**config.mk**
```make
export PLATFORM = sky130hd
export DESIGN_NAME = keypad_matrix_scan_debounce
export DESIGN_NICKNAME = d
export VERILOG_FILES = /design/src/rtl/core/kmsd_pkg.sv /design/src/rtl/core/keypad_matrix_scan_debounce.sv /design/src/rtl/core/kmsd_debounce.sv
export SDC_FILE = /design/constraint.sdc
export NUM_CORES = 1
export LEC_CHECK = 0
export ABC_AREA = 1
export BUFFER_PORTS_ARGS = -buffer_cell sky130_fd_sc_hd__buf_2
export CAP_MARGIN = 0
export CORE_MARGIN = 8
export CORE_UTILIZATION = 55
export DETAILED_ROUTE_END_ITERATION = 7
export GPL_ROUTABILITY_DRIVEN = 0
export GPL_TIMING_DRIVEN = 0
export PLACE_DENSITY_LB_ADDON = 0.25
export SYNTH_ARGS = -nofsm -noshare
export SYNTH_HDL_FRONTEND = slang
export SYNTH_HIERARCHICAL = 1
export SYNTH_SLANG_ARGS = --single-unit
```
**constraint.sdc**
```tcl
create_clock -name clk -period 4.43 [get_ports clk]
set_input_delay 0.886 -clock clk [delete_from_list [all_inputs] [get_ports clk]]
set_output_delay 0.886 -clock clk [all_outputs]
set_load 0.02 [all_outputs]
```
**src/rtl/core/kmsd_pkg.sv**
```systemverilog
// Shared types, constants and key table for the keypad matrix scanner.
package kmsd_pkg;

    localparam int ROWS_W        = 4;
    localparam int COLS_W        = 4;
    localparam int MAP_W         = 16;
    localparam int KEY_IDX_W     = $clog2(MAP_W);
    localparam int CODE_W        = 7;
    localparam int SETTLE_W      = 16;
    localparam int PERIOD_W      = 20;
    localparam int HISTORY_DEPTH = 10;
    localparam int SLOT_W        = (HISTORY_DEPTH > 1) ? $clog2(HISTORY_DEPTH) : 1;

    localparam int CFG_ADDR_W    = 3;
    localparam int CFG_DATA_W    = 32;

    // Register indexes, taken from address bit 2 (word-aligned registers).
    localparam logic REG_SETTLE = 1'b0;
    localparam logic REG_PERIOD = 1'b1;

    localparam logic [SETTLE_W-1:0] SETTLE_RESET = SETTLE_W'(100);
    localparam logic [PERIOD_W-1:0] PERIOD_RESET = PERIOD_W'(20000);

    // Scan phases: idle, then one phase per driven column, col4 first.
    typedef enum logic [2:0] {
        PH_IDLE = 3'd0,
        PH_COL4 = 3'd1,
        PH_COL3 = 3'd2,
        PH_COL2 = 3'd3,
        PH_COL1 = 3'd4
    } phase_t;

    typedef struct packed {
        logic              valid;
        logic [CODE_W-1:0] code;
    } key_report_t;

    // Character of each key, indexed by its bit number in the pressed map.
    function automatic logic [CODE_W-1:0] key_char(input logic [KEY_IDX_W-1:0] idx);
        logic [CODE_W-1:0] c;
        case (idx)
            4'd0:    c = 7'h44;  // D
            4'd1:    c = 7'h43;  // C
            4'd2:    c = 7'h42;  // B
            4'd3:    c = 7'h41;  // A
            4'd4:    c = 7'h2A;  // *
            4'd5:    c = 7'h39;  // 9
            4'd6:    c = 7'h36;  // 6
            4'd7:    c = 7'h33;  // 3
            4'd8:    c = 7'h30;  // 0
            4'd9:    c = 7'h38;  // 8
            4'd10:   c = 7'h35;  // 5
            4'd11:   c = 7'h32;  // 2
            4'd12:   c = 7'h23;  // #
            4'd13:   c = 7'h37;  // 7
            4'd14:   c = 7'h34;  // 4
            default: c = 7'h31;  // 1
        endcase
        return c;
    endfunction

    // Column levels for a phase: the driven column is low, the rest high.
    function automatic logic [COLS_W-1:0] col_drive_for(input phase_t ph);
        logic [COLS_W-1:0] d;
        case (ph)
            PH_COL4: d = 4'h7;
            PH_COL3: d = 4'hB;
            PH_COL2: d = 4'hD;
            PH_COL1: d = 4'hE;
            default: d = 4'h0;
        endcase
        return d;
    endfunction

endpackage

```
**src/rtl/core/keypad_matrix_scan_debounce.sv**
```systemverilog
// Top level of the 4x4 keypad matrix scanner with debounce and APB configuration.
// A request is held in the input register until the result register can take it; logic
// then writes the result register. Scan counters and history ring update in one pass.
// Throughput: one request per cycle while the result channel is not stalled.
// Reset (rst_n, asynchronous, active low) clears all scan state and the history ring,
// loads settle 100 and period 20000; the first request starts a scan if any row is low.
module keypad_matrix_scan_debounce (
    input  logic                               clk,
    input  logic                               rst_n,
    // Input channel: one request per clock tick of the keypad.
    input  logic                               in_valid,
    output logic                               in_stall,
    input  logic [kmsd_pkg::ROWS_W-1:0]        row_pins,
    // Result channel.
    output logic                               out_valid,
    input  logic                               out_stall,
    output logic [kmsd_pkg::COLS_W-1:0]        col_drive,
    output logic                               key_valid,
    output logic [kmsd_pkg::CODE_W-1:0]        key_code,
    output logic [kmsd_pkg::MAP_W-1:0]         stable_map,
    // Configuration port.
    input  logic                               psel,
    input  logic                               penable,
    input  logic                               pwrite,
    input  logic [kmsd_pkg::CFG_ADDR_W-1:0]    paddr,
    input  logic [kmsd_pkg::CFG_DATA_W-1:0]    pwdata,
    output logic [kmsd_pkg::CFG_DATA_W-1:0]    prdata,
    output logic                               pready
);
    import kmsd_pkg::*;

    // Configuration registers.
    logic [SETTLE_W-1:0] settle_reg;
    logic [PERIOD_W-1:0] period_reg;
    logic                cfg_write;

    // Input register and pipeline control.
    logic                in_valid_reg;
    logic [ROWS_W-1:0]   rows_reg;
    logic                advance;

    // Scan state.
    logic [PERIOD_W-1:0] period_count_reg;
    logic [PERIOD_W-1:0] period_count_next;
    logic [SETTLE_W-1:0] settle_count_reg;
    logic [SETTLE_W-1:0] settle_count_next;
    phase_t              phase_reg;
    phase_t              phase_next;
    logic [MAP_W-1:0]    partial_reg;
    logic [MAP_W-1:0]    partial_next;

    logic [SETTLE_W-1:0] settle_eff;
    logic [PERIOD_W-1:0] period_eff;
    logic                scan_start;
    logic [SETTLE_W:0]   settle_inc;
    logic [PERIOD_W:0]   period_inc;
    logic                commit_c;
    logic [MAP_W-1:0]    commit_map;
    logic [MAP_W-1:0]    rows_shifted;

    // Debounce results for this pass.
    logic [MAP_W-1:0]    stable_next;
    key_report_t         report;

    // Result register.
    logic                out_valid_reg;
    logic [COLS_W-1:0]   col_drive_reg;
    logic                key_valid_reg;
    logic [CODE_W-1:0]   key_code_reg;
    logic [MAP_W-1:0]    stable_map_reg;

    //------------------------------------------------------------------
    // Configuration. Registers are word aligned, so address bit 2 picks
    // the register and the byte-offset bits are ignored.
    //------------------------------------------------------------------
    assign pready    = 1'b1;
    assign cfg_write = psel && penable && pwrite && pready;

    always_ff @(posedge clk or negedge rst_n)
    begin
        if (!rst_n)
        begin
            settle_reg <= SETTLE_RESET;
            period_reg <= PERIOD_RESET;
        end
        else if (cfg_write)
        begin
            case (paddr[2])
                REG_SETTLE: settle_reg <= pwdata[SETTLE_W-1:0];
                REG_PERIOD: period_reg <= pwdata[PERIOD_W-1:0];
                default:    settle_reg <= settle_reg;
            endcase
        end
    end

    always_comb
    begin
        case (paddr[2])
            REG_SETTLE: prdata = CFG_DATA_W'(settle_reg);
            REG_PERIOD: prdata = CFG_DATA_W'(period_reg);
            default:    prdata = '0;
        endcase
    end

    //------------------------------------------------------------------
    // Handshake. A request waits in the input register until the result
    // register is free or is being taken in the same cycle, so a held
    // request stalls the input while an older result is still stalled.
    //------------------------------------------------------------------
    assign advance  = in_valid_reg && (!out_valid_reg || !out_stall);
    assign in_stall = in_valid_reg && !advance;

    always_ff @(posedge clk or negedge rst_n)
    begin
        if (!rst_n)
        begin
            in_valid_reg <= 1'b0;
        end
        else if (!in_stall)
        begin
            in_valid_reg <= in_valid;
        end
    end

    always_ff @(posedge clk)
    begin
        if (in_valid && !in_stall)
        begin
            rows_reg <= row_pins;
        end
    end

    //------------------------------------------------------------------
    // Scan sequencer. A register value of zero behaves as one tick.
    // A period that ends while a scan is still running is skipped.
    //------------------------------------------------------------------
    assign settle_eff = (settle_reg == '0) ? SETTLE_W'(1) : settle_reg;
    assign period_eff = (period_reg == '0) ? PERIOD_W'(1) : period_reg;
    assign scan_start = (period_count_reg == '0);
    assign settle_inc = {1'b0, settle_count_reg} + (SETTLE_W + 1)'(1);
    assign period_inc = {1'b0, period_count_reg} + (PERIOD_W + 1)'(1);

    assign period_count_next = (period_inc >= {1'b0, period_eff}) ? '0
                                                                  : period_inc[PERIOD_W-1:0];

    // The rows sampled while column N is driven land in nibble N-1 of the map.
    always_comb
    begin
        case (phase_reg)
            PH_COL4: rows_shifted = MAP_W'(rows_reg) << 12;
            PH_COL3: rows_shifted = MAP_W'(rows_reg) << 8;
            PH_COL2: rows_shifted = MAP_W'(rows_reg) << 4;
            default: rows_shifted = MAP_W'(rows_reg);
        endcase
    end

    always_comb
    begin
        phase_next        = phase_reg;
        settle_count_next = settle_count_reg;
        partial_next      = partial_reg;
        commit_c          = 1'b0;
        commit_map        = '0;
        case (phase_reg)
            PH_IDLE:
            begin
                if (scan_start)
                begin
                    if (rows_reg != '1)
                    begin
                        phase_next        = PH_COL4;
                        settle_count_next = '0;
                        partial_next      = '0;
                    end
                    else
                    begin
                        // No row is low: this scan's map is empty.
                        commit_c = 1'b1;
                    end
                end
            end
            PH_COL4, PH_COL3, PH_COL2, PH_COL1:
            begin
                if (settle_inc >= {1'b0, settle_eff})
                begin
                    partial_next      = partial_reg | rows_shifted;
                    settle_count_next = '0;
                    case (phase_reg)
                        PH_COL4: phase_next = PH_COL3;
                        PH_COL3: phase_next = PH_COL2;
                        PH_COL2: phase_next = PH_COL1;
                        default:
                        begin
                            phase_next = PH_IDLE;
                            commit_c   = 1'b1;
                            commit_map = ~(partial_reg | rows_shifted);
                        end
                    endcase
                end
                else
                begin
                    settle_count_next = settle_inc[SETTLE_W-1:0];
                end
            end
            default:
            begin
                phase_next = PH_IDLE;
            end
        endcase
    end

    always_ff @(posedge clk or negedge rst_n)
    begin
        if (!rst_n)
        begin
            period_count_reg <= '0;
            settle_count_reg <= '0;
            phase_reg        <= PH_IDLE;
            partial_reg      <= '0;
        end
        else if (advance)
        begin
            period_count_reg <= period_count_next;
            settle_count_reg <= settle_count_next;
            phase_reg        <= phase_next;
            partial_reg      <= partial_next;
        end
    end

    //------------------------------------------------------------------
    // History ring and key detection.
    //------------------------------------------------------------------
    kmsd_debounce u_debounce (
        .clk         (clk),
        .rst_n       (rst_n),
        .commit      (advance && commit_c),
        .scan_map    (commit_map),
        .stable_next (stable_next),
        .report      (report)
    );

    //------------------------------------------------------------------
    // Result register.
    //------------------------------------------------------------------
    always_ff @(posedge clk or negedge rst_n)
    begin
        if (!rst_n)
        begin
            out_valid_reg <= 1'b0;
        end
        else if (advance)
        begin
            out_valid_reg <= 1'b1;
        end
        else if (!out_stall)
        begin
            out_valid_reg <= 1'b0;
        end
    end

    always_ff @(posedge clk)
    begin
        if (advance)
        begin
            col_drive_reg  <= col_drive_for(phase_next);
            key_valid_reg  <= report.valid;
            key_code_reg   <= report.code;
            stable_map_reg <= stable_next;
        end
    end

    assign out_valid  = out_valid_reg;
    assign col_drive  = col_drive_reg;
    assign key_valid  = key_valid_reg;
    assign key_code   = key_code_reg;
    assign stable_map = stable_map_reg;

    //------------------------------------------------------------------
    // Assertions.
    //------------------------------------------------------------------
    // A reported key is always the only key in the debounced map.
    a_key_single: assert property (@(posedge clk) disable iff (!rst_n)
        (out_valid && key_valid) |-> $onehot(stable_map))
        else $error("key reported while the debounced map is not a single key");

    // Columns are either all low or exactly one of them is driven low.
    a_col_drive: assert property (@(posedge clk) disable iff (!rst_n)
        out_valid |-> ((col_drive == '0) || ($countones(col_drive) == 3)))
        else $error("column drive pattern is not idle or a single low column");

    // A reported key always carries a nonzero character code.
    a_key_code: assert property (@(posedge clk) disable iff (!rst_n)
        (out_valid && key_valid) |-> (key_code != '0))
        else $error("key reported with an empty character code");

    // The sequencer never rests in a phase while the columns show idle.
    a_phase_drive: assert property (@(posedge clk) disable iff (!rst_n)
        (advance && (phase_next != PH_IDLE)) |=> (col_drive != '0))
        else $error("scan phase active but result shows idle column drive");

endmodule

```
**src/rtl/core/kmsd_debounce.sv**
```systemverilog
// Scan history ring, debounced map and single-key report for the keypad scanner.
module kmsd_debounce (
    input  logic                        clk,
    input  logic                        rst_n,
    input  logic                        commit,
    input  logic [kmsd_pkg::MAP_W-1:0]  scan_map,
    output logic [kmsd_pkg::MAP_W-1:0]  stable_next,
    output kmsd_pkg::key_report_t       report
);
    import kmsd_pkg::*;

    logic [MAP_W-1:0]     hist_reg [HISTORY_DEPTH];
    logic [SLOT_W-1:0]    slot_reg;
    logic [SLOT_W-1:0]    slot_next;
    logic [MAP_W-1:0]     deb_reg;
    logic [MAP_W-1:0]     acc;
    logic                 changed;
    logic                 one_hot;
    logic [KEY_IDX_W-1:0] key_idx;

    // The AND includes the map being written this cycle in place of the old slot.
    always_comb
    begin
        acc = '1;
        for (int i = 0; i < HISTORY_DEPTH; i++)
        begin
            acc = acc & ((slot_reg == SLOT_W'(i)) ? scan_map : hist_reg[i]);
        end
    end

    always_comb
    begin
        key_idx = '0;
        for (int i = 0; i < MAP_W; i++)
        begin
            key_idx = key_idx | (acc[i] ? KEY_IDX_W'(i) : '0);
        end
    end

    assign changed     = commit && (acc != deb_reg);
    assign one_hot     = (acc != '0) && ((acc & (acc - MAP_W'(1))) == '0);
    assign stable_next = changed ? acc : deb_reg;
    assign report.valid = changed && one_hot;
    assign report.code  = (changed && one_hot) ? key_char(key_idx) : '0;
    assign slot_next    = (slot_reg >= SLOT_W'(HISTORY_DEPTH - 1)) ? '0
                                                                   : slot_reg + SLOT_W'(1);

    always_ff @(posedge clk or negedge rst_n)
    begin
        if (!rst_n)
        begin
            for (int i = 0; i < HISTORY_DEPTH; i++)
            begin
                hist_reg[i] <= '0;
            end
            slot_reg <= '0;
            deb_reg  <= '0;
        end
        else if (commit)
        begin
            hist_reg[slot_reg] <= scan_map;
            slot_reg           <= slot_next;
            deb_reg            <= stable_next;
        end
    end

endmodule
```
==> results of run 1 <==
where the power goes:
group          internal, mW  total, mW  switching, mW
combinational         0.754       2.55           1.80
sequential             3.07       3.23          0.159
clock                  1.71       2.88           1.17
total                  5.54       8.66           3.13
synthesized netlist by cell type (3+ instances only):
cell / instances / area share
a21oi_1: 21 / 0.0060
buf_1: 3 / 0.00064
buf_2: 17 / 0.0049
buf_4: 21 / 0.0090
buf_6: 8 / 0.0051
clkbuf_1: 53 / 0.011
dfrtp_1: 265 / 0.38
dfstp_2: 8 / 0.012
edfxtp_1: 32 / 0.055
ha_1: 50 / 0.036
inv_1: 323 / 0.069
inv_2: 4 / 0.00086
nand2_1: 745 / 0.16
nand2_2: 34 / 0.012
nand2_4: 7 / 0.0045
nand3_1: 58 / 0.017
nand3_2: 5 / 0.0029
nand3b_1: 20 / 0.0086
nand4_1: 62 / 0.022
nor2_1: 184 / 0.039
nor2_2: 17 / 0.0061
nor2_4: 5 / 0.0032
nor3_1: 10 / 0.0029
nor4_1: 5 / 0.0018
o211ai_1: 6 / 0.0026
o21ai_0: 278 / 0.079
o21ai_1: 8 / 0.0023
o21ai_2: 16 / 0.0080
o21bai_1: 23 / 0.0099
o22ai_1: 8 / 0.0029
or2_2: 11 / 0.0039
xor2_1: 19 / 0.0095
cell families (layout without fill, tap and decap cells):
group / count (synthesis) / after routing / share of synthesized area
flops: 305 / 305 / 0.446
fa+ha+maj: 50 / 50 / 0.0357
compound gates: 366 / 366 / 0.114
mux: 1 / 1 / 0.000572
other cells: 2 / 13 / 0.000429
simple gates: 1170 / 1170 / 0.289
xor+xnor: 20 / 20 / 0.0100
buf+inv: 435 / 636 / 0.105
worst paths after layout:
kind | cells past startpoint | from | end
max | 33 | settle_count_reg[1] | key_code[4]
min | 1 | rst_n | period_count_reg[12]
max reg2reg | 33 | settle_count_reg[1] | key_code[4]
min reg2reg | 2 | u_debounce/hist_reg[125] | u_debounce/hist_reg[125]
max in group asynchronous | 3 | rst_n | u_debounce/hist_reg[88]
min in group clk | 2 | u_debounce/hist_reg[125] | u_debounce/hist_reg[125]
layout make-up:
type | count | area [µm²]
tap | 402 | 503
timing repair buffer | 139 | 966
clock inverter | 10 | 113
sequential | 305 | 7800
buffer | 104 | 662
multi-input combinational | 1620 | 8600
fill | 2592 | 10500
clock buffer | 52 | 1020
inverter | 331 | 1260
per-layer routing:
| layer | track usage | vias up | wire [µm] |
|---|---|---|---|
| li1 | - | 7767 | - |
| met5 | 0 | - | 0 |
| met1 | 0.360 | 7853 | 22100 |
| met4 | 0.105 | 0 | 1900 |
| met3 | 0.0546 | 134 | 4740 |
| met2 | 0.416 | 743 | 23200 |
per-stage QoR:
stage | setup WS [ns] | instance area, µm²
3_5_place_dp | -1.15 | 18500
3_3_place_gp | -2.58 | 18500
2_1_floorplan | 0.0390 | 17600
4_1_cts | 0.00289 | 20200
5_1_grt | -0.291 | 20900
6_report | -0.0499 | 20900
worst max-delay path: cells and delay by family, from the launching register on:
family / cells / cell delay, ns
compound gates: 1 / 0.19
flops: 1 / 0.39
buf+inv: 4 / 0.50
xor+xnor: 1 / 0.19
fa+ha+maj: 2 / 0.51
simple gates: 25 / 2.42
what timing repair did:
action / in CTS / in global routing
hold buffers: 0 / 0
cloned: 1 / 1
pin swaps: 38 / 82
resized for setup: 89 / 184
setup endpoints to repair: 105 / 107
buffers inserted: 30 / 25
==> results.sh, run 1 <==
export IMPL_outcome="finished, violations left"
export IMPL_failed_checks="negative setup slack"
export IMPL_clk_latency_ns=0.53
export IMPL_peakVddDrop_v=0.000272
export IMPL_fin_tns_setup_ns=-0.327
export IMPL_die_w_um=194
export IMPL_synth_edff_count=32
export IMPL_hold_viol_final=0
export IMPL_critical_path_class="flop to flop"
export IMPL_endpoint_kind="flop"
export IMPL_max_freq_mhz=223
export IMPL_core_mm2=0.0315
export IMPL_async_flop_share=0.895
export IMPL_cts_sinks=305
export IMPL_route_detailed_drc=0
export IMPL_overflow=0
export IMPL_cp_required_ns=4.71
export IMPL_syn_cell_area_mm2=0.0175
export IMPL_slowest_stage="dfrtp_1"
export IMPL_route_vias_total=16500
export IMPL_grt_pass1_wl_um=82200
export IMPL_dp_cells=2844
export IMPL_syn_area_per_cell_um2=7.45
export IMPL_cp_arrival_ns=4.76
export IMPL_ant_nets=0
export IMPL_antenna_found_initial=0
export IMPL_start_util=0.556
export IMPL_rsz0062_at_grt="yes"
export IMPL_dp_hpwl_um=35900
export IMPL_cts_path_max_buffers=3
export IMPL_ys_warn_count=6
export IMPL_fin_crit_ns=4.48
export IMPL_critPathMaxStageDelay_ns=0.39
export IMPL_cp_start_kind="flop"
export IMPL_groute_usage_overall=0.266
export IMPL_crit_fanout=8
export IMPL_num_io_pins=109
export IMPL_cap_violations=0
export IMPL_hold_path_class="input port to asynchronous set/reset pin"
export IMPL_clk_pin_slew_worst_paths_ns=0.06
export IMPL_n_antenna_cell=0
export IMPL_whs_ns=0.263
export IMPL_layoutNonFillerInstCount=2963
export IMPL_avgViaCountPerCell=5.57
export IMPL_wl_per_cell_um=17.5
export IMPL_drtPass1Iterations=6
export IMPL_mostFrequentLayoutCells="708 x nand2_1, 308 x inv_1, 265 x dfrtp_1"
export IMPL_ys_seq_area_frac=0.446
export IMPL_synth_distinct_cells=50
export IMPL_r2r_slack_ns=-0.05
export IMPL_dieArea_mm2=0.0378
export IMPL_worstMarginPinSlew_ns=0.919
export IMPL_largest_reg_flops=160
export IMPL_drv_slew=0
export IMPL_dieHeight_um=194
export IMPL_p_leak_nw=10.6
export IMPL_total_power_mw=8.66
export IMPL_io_buffer_count=80
export IMPL_fin_ws_ns=-0.0499
export IMPL_clockRootBuffer="clkbuf_16"
export IMPL_syn2layout_area_growth_pct=19.5
export IMPL_powerDensity_mw_per_mm2=414
export IMPL_postLayoutCoreUtil=0.665
export IMPL_worst_path_most_repeated_cell="nor2_4"
export IMPL_ys_flop_type="dfrtp_1"
export IMPL_rows=65
export IMPL_grt_max_degree=124
export IMPL_htree_levels=2
export IMPL_post_route_period_util=1.01
export IMPL_grt_pass1_vias=15700
export IMPL_slew_headroom=0.386
export IMPL_fin_nets=2632
export IMPL_routed_wirelength_um=51900
export IMPL_final_common_cell="nand2_1"
export IMPL_skew_ns=0.0289
export IMPL_ys_ff_latch=305
export IMPL_synthCells=2349
export IMPL_drt_iter0_drc=1669
export IMPL_final_setup_viol_count=13
export IMPL_cts_tree="done"
export IMPL_drive_gt1_frac=0.194
export IMPL_cts_buffers=35
(Power assumes the default switching activity.)
==> run 2: changes to the inputs <==
Settings changed: REMOVE_ABC_BUFFERS set to 1.
==> results.sh, run 2 (synthesis gave the netlist of run 1 again) <==
export IMPL_p_leak_nw=10.4
export IMPL_failed_checks="negative setup slack"
export IMPL_fin_ws_ns=-0.351
export IMPL_skew_ns=0.0306
export IMPL_fin_tns_setup_ns=-11.27
export IMPL_dp_hpwl_um=31000
export IMPL_syn2layout_area_growth_pct=18.6
export IMPL_peakVddDrop_v=0.000272
export IMPL_routed_wirelength_um=50400
export IMPL_ant_nets=0
export IMPL_clockRootBuffer="clkbuf_16"
export IMPL_endpoint_kind="flop"
export IMPL_critPathMaxStageDelay_ns=0.38
export IMPL_dieArea_mm2=0.0378
export IMPL_cp_start_kind="flop"
export IMPL_critical_path_class="flop to flop"
export IMPL_antenna_found_initial=0
export IMPL_grt_max_degree=114
export IMPL_cts_path_max_buffers=3
export IMPL_dieHeight_um=194
export IMPL_slew_headroom=0.106
export IMPL_clk_pin_slew_worst_paths_ns=0.06
export IMPL_multiInputGateArea_mm2=0.00886
export IMPL_dp_slack_ns=-1.59
export IMPL_fin_nets=2560
export IMPL_groute_usage_overall=0.254
export IMPL_largest_reg_flops=160
export IMPL_n_antenna_cell=0
export IMPL_hold_path_class="input port to asynchronous set/reset pin"
export IMPL_route_detailed_drc=0
export IMPL_cp_arrival_ns=5.05
export IMPL_nFillCells=2528
export IMPL_start_util=0.556
export IMPL_wl_per_cell_um=17.4
export IMPL_htree_levels=2
export IMPL_rsz0062_at_grt="yes"
export IMPL_dp_cells=2745
export IMPL_fin_crit_ns=4.78
export IMPL_slowest_stage="dfrtp_1"
export IMPL_outcome="finished, violations left"
export IMPL_rows=65
export IMPL_max_freq_mhz=209
export IMPL_critical_path_top_delay_family="simple AND/OR/NAND/NOR gates"
export IMPL_layoutNonFillerInstCount=2890
export IMPL_drive_gt1_frac=0.193
export IMPL_post_route_period_util=1.08
export IMPL_critPathBufInv=7
export IMPL_cts_sinks=305
export IMPL_route_vias_total=16100
export IMPL_final_setup_viol_count=40
export IMPL_worst_path_most_repeated_cell="nand2_1"
export IMPL_avgViaCountPerCell=5.58
export IMPL_cp_required_ns=4.70
export IMPL_drv_slew=0
export IMPL_crit_fanout=8
export IMPL_total_power_mw=8.51
export IMPL_cts_tree="done"
export IMPL_hold_viol_final=0
export IMPL_worstMarginPinSlew_ns=1.34
export IMPL_powerDensity_mw_per_mm2=410
export IMPL_cts_buffers=35
export IMPL_num_io_pins=109
export IMPL_clk_latency_ns=0.54
export IMPL_drt_iter0_drc=1717
export IMPL_cap_violations=0
export IMPL_final_common_cell="nand2_1"
export IMPL_overflow=0
export IMPL_mostFrequentLayoutCells="703 x nand2_1, 309 x inv_1, 265 x dfrtp_1"
export IMPL_grt_pass1_wl_um=78300
export IMPL_grt_pass1_vias=14900
export IMPL_io_buffer_count=81
export IMPL_seq_area_mm2=0.00780
export IMPL_core_mm2=0.0315
export IMPL_die_w_um=194
export IMPL_drtPass1Iterations=6
run 2: cell types whose count changed in the layout (fill, tap and decap cells not counted), sizes merged:
| cell | previous run | this run |
|---|---|---|
| buf | 189 | 163 |
| clkbuf | 106 | 49 |
| clkinv | 6 | 10 |
| clkinvlp | 1 | 4 |
| inv | 332 | 327 |
| nand2 | 786 | 794 |
run 2: path summary, 6_finish.rpt:
| check | end | cells past startpoint | slack (ns) | from |
|---|---|---|---|---|
| max | key_code[0] | 36 | -0.35 | settle_count_reg[1] |
| min | settle_count_reg[4] | 1 | 0.31 | rst_n |
| max reg2reg | key_code[0] | 36 | -0.35 | settle_count_reg[1] |
| min reg2reg | u_debounce/hist_reg[78] | 2 | 0.48 | u_debounce/hist_reg[78] |
| max in group asynchronous | u_debounce/deb_reg[15] | 2 | 3.12 | rst_n |
| min in group clk | u_debounce/hist_reg[78] | 2 | 0.48 | u_debounce/hist_reg[78] |
run 2: area by class of cell:
type / instances / share of cell area
clock inverter: 12 / 0.00639
sequential: 305 / 0.376
inverter: 331 / 0.0615
clock buffer: 49 / 0.0462
multi-input combinational: 1628 / 0.427
tap: 402 / 0.0242
timing repair buffer: 163 / 0.0591
run 2: where the power goes:
group,internal [mW],total [mW],switching (mW)
clock,1.64,2.80,1.17
sequential,3.07,3.28,0.212
combinational,0.647,2.42,1.78
total,5.35,8.51,3.15
run 2: metrics by stage:
stage / hold slack, ns / utilization / area [µm²]
4_1_cts: 0.359 / 0.641 / 20200
2_1_floorplan: 0.444 / - / 17000
5_1_grt: 0.367 / 0.660 / 20800
3_3_place_gp: 0.450 / 0.568 / 17900
3_5_place_dp: 0.465 / 0.573 / 18000
6_report: 0.315 / 0.660 / 20800
run 2: metal layers:
layer  part of all wire  up-vias  track usage  wire [µm]
met5                  0        -            0          0
met3              0.083      160       0.0428       4210
li1                   -     7648            -          -
met1               0.41     7579        0.343      20900
met4              0.040        0       0.0973       2010
met2               0.46      726        0.404      23300
run 2: what timing repair did:
| action | 4_1_cts | 5_1_grt |
|---|---|---|
| hold buffers | 0 | 0 |
| cloned | 6 | 2 |
| endpoints found under the hold margin | 0 | 0 |
| pin swaps | 39 | 58 |
| gates resized for setup | 174 | 96 |
| buffers inserted | 49 | 28 |
| setup endpoints to repair | 198 | 145 |
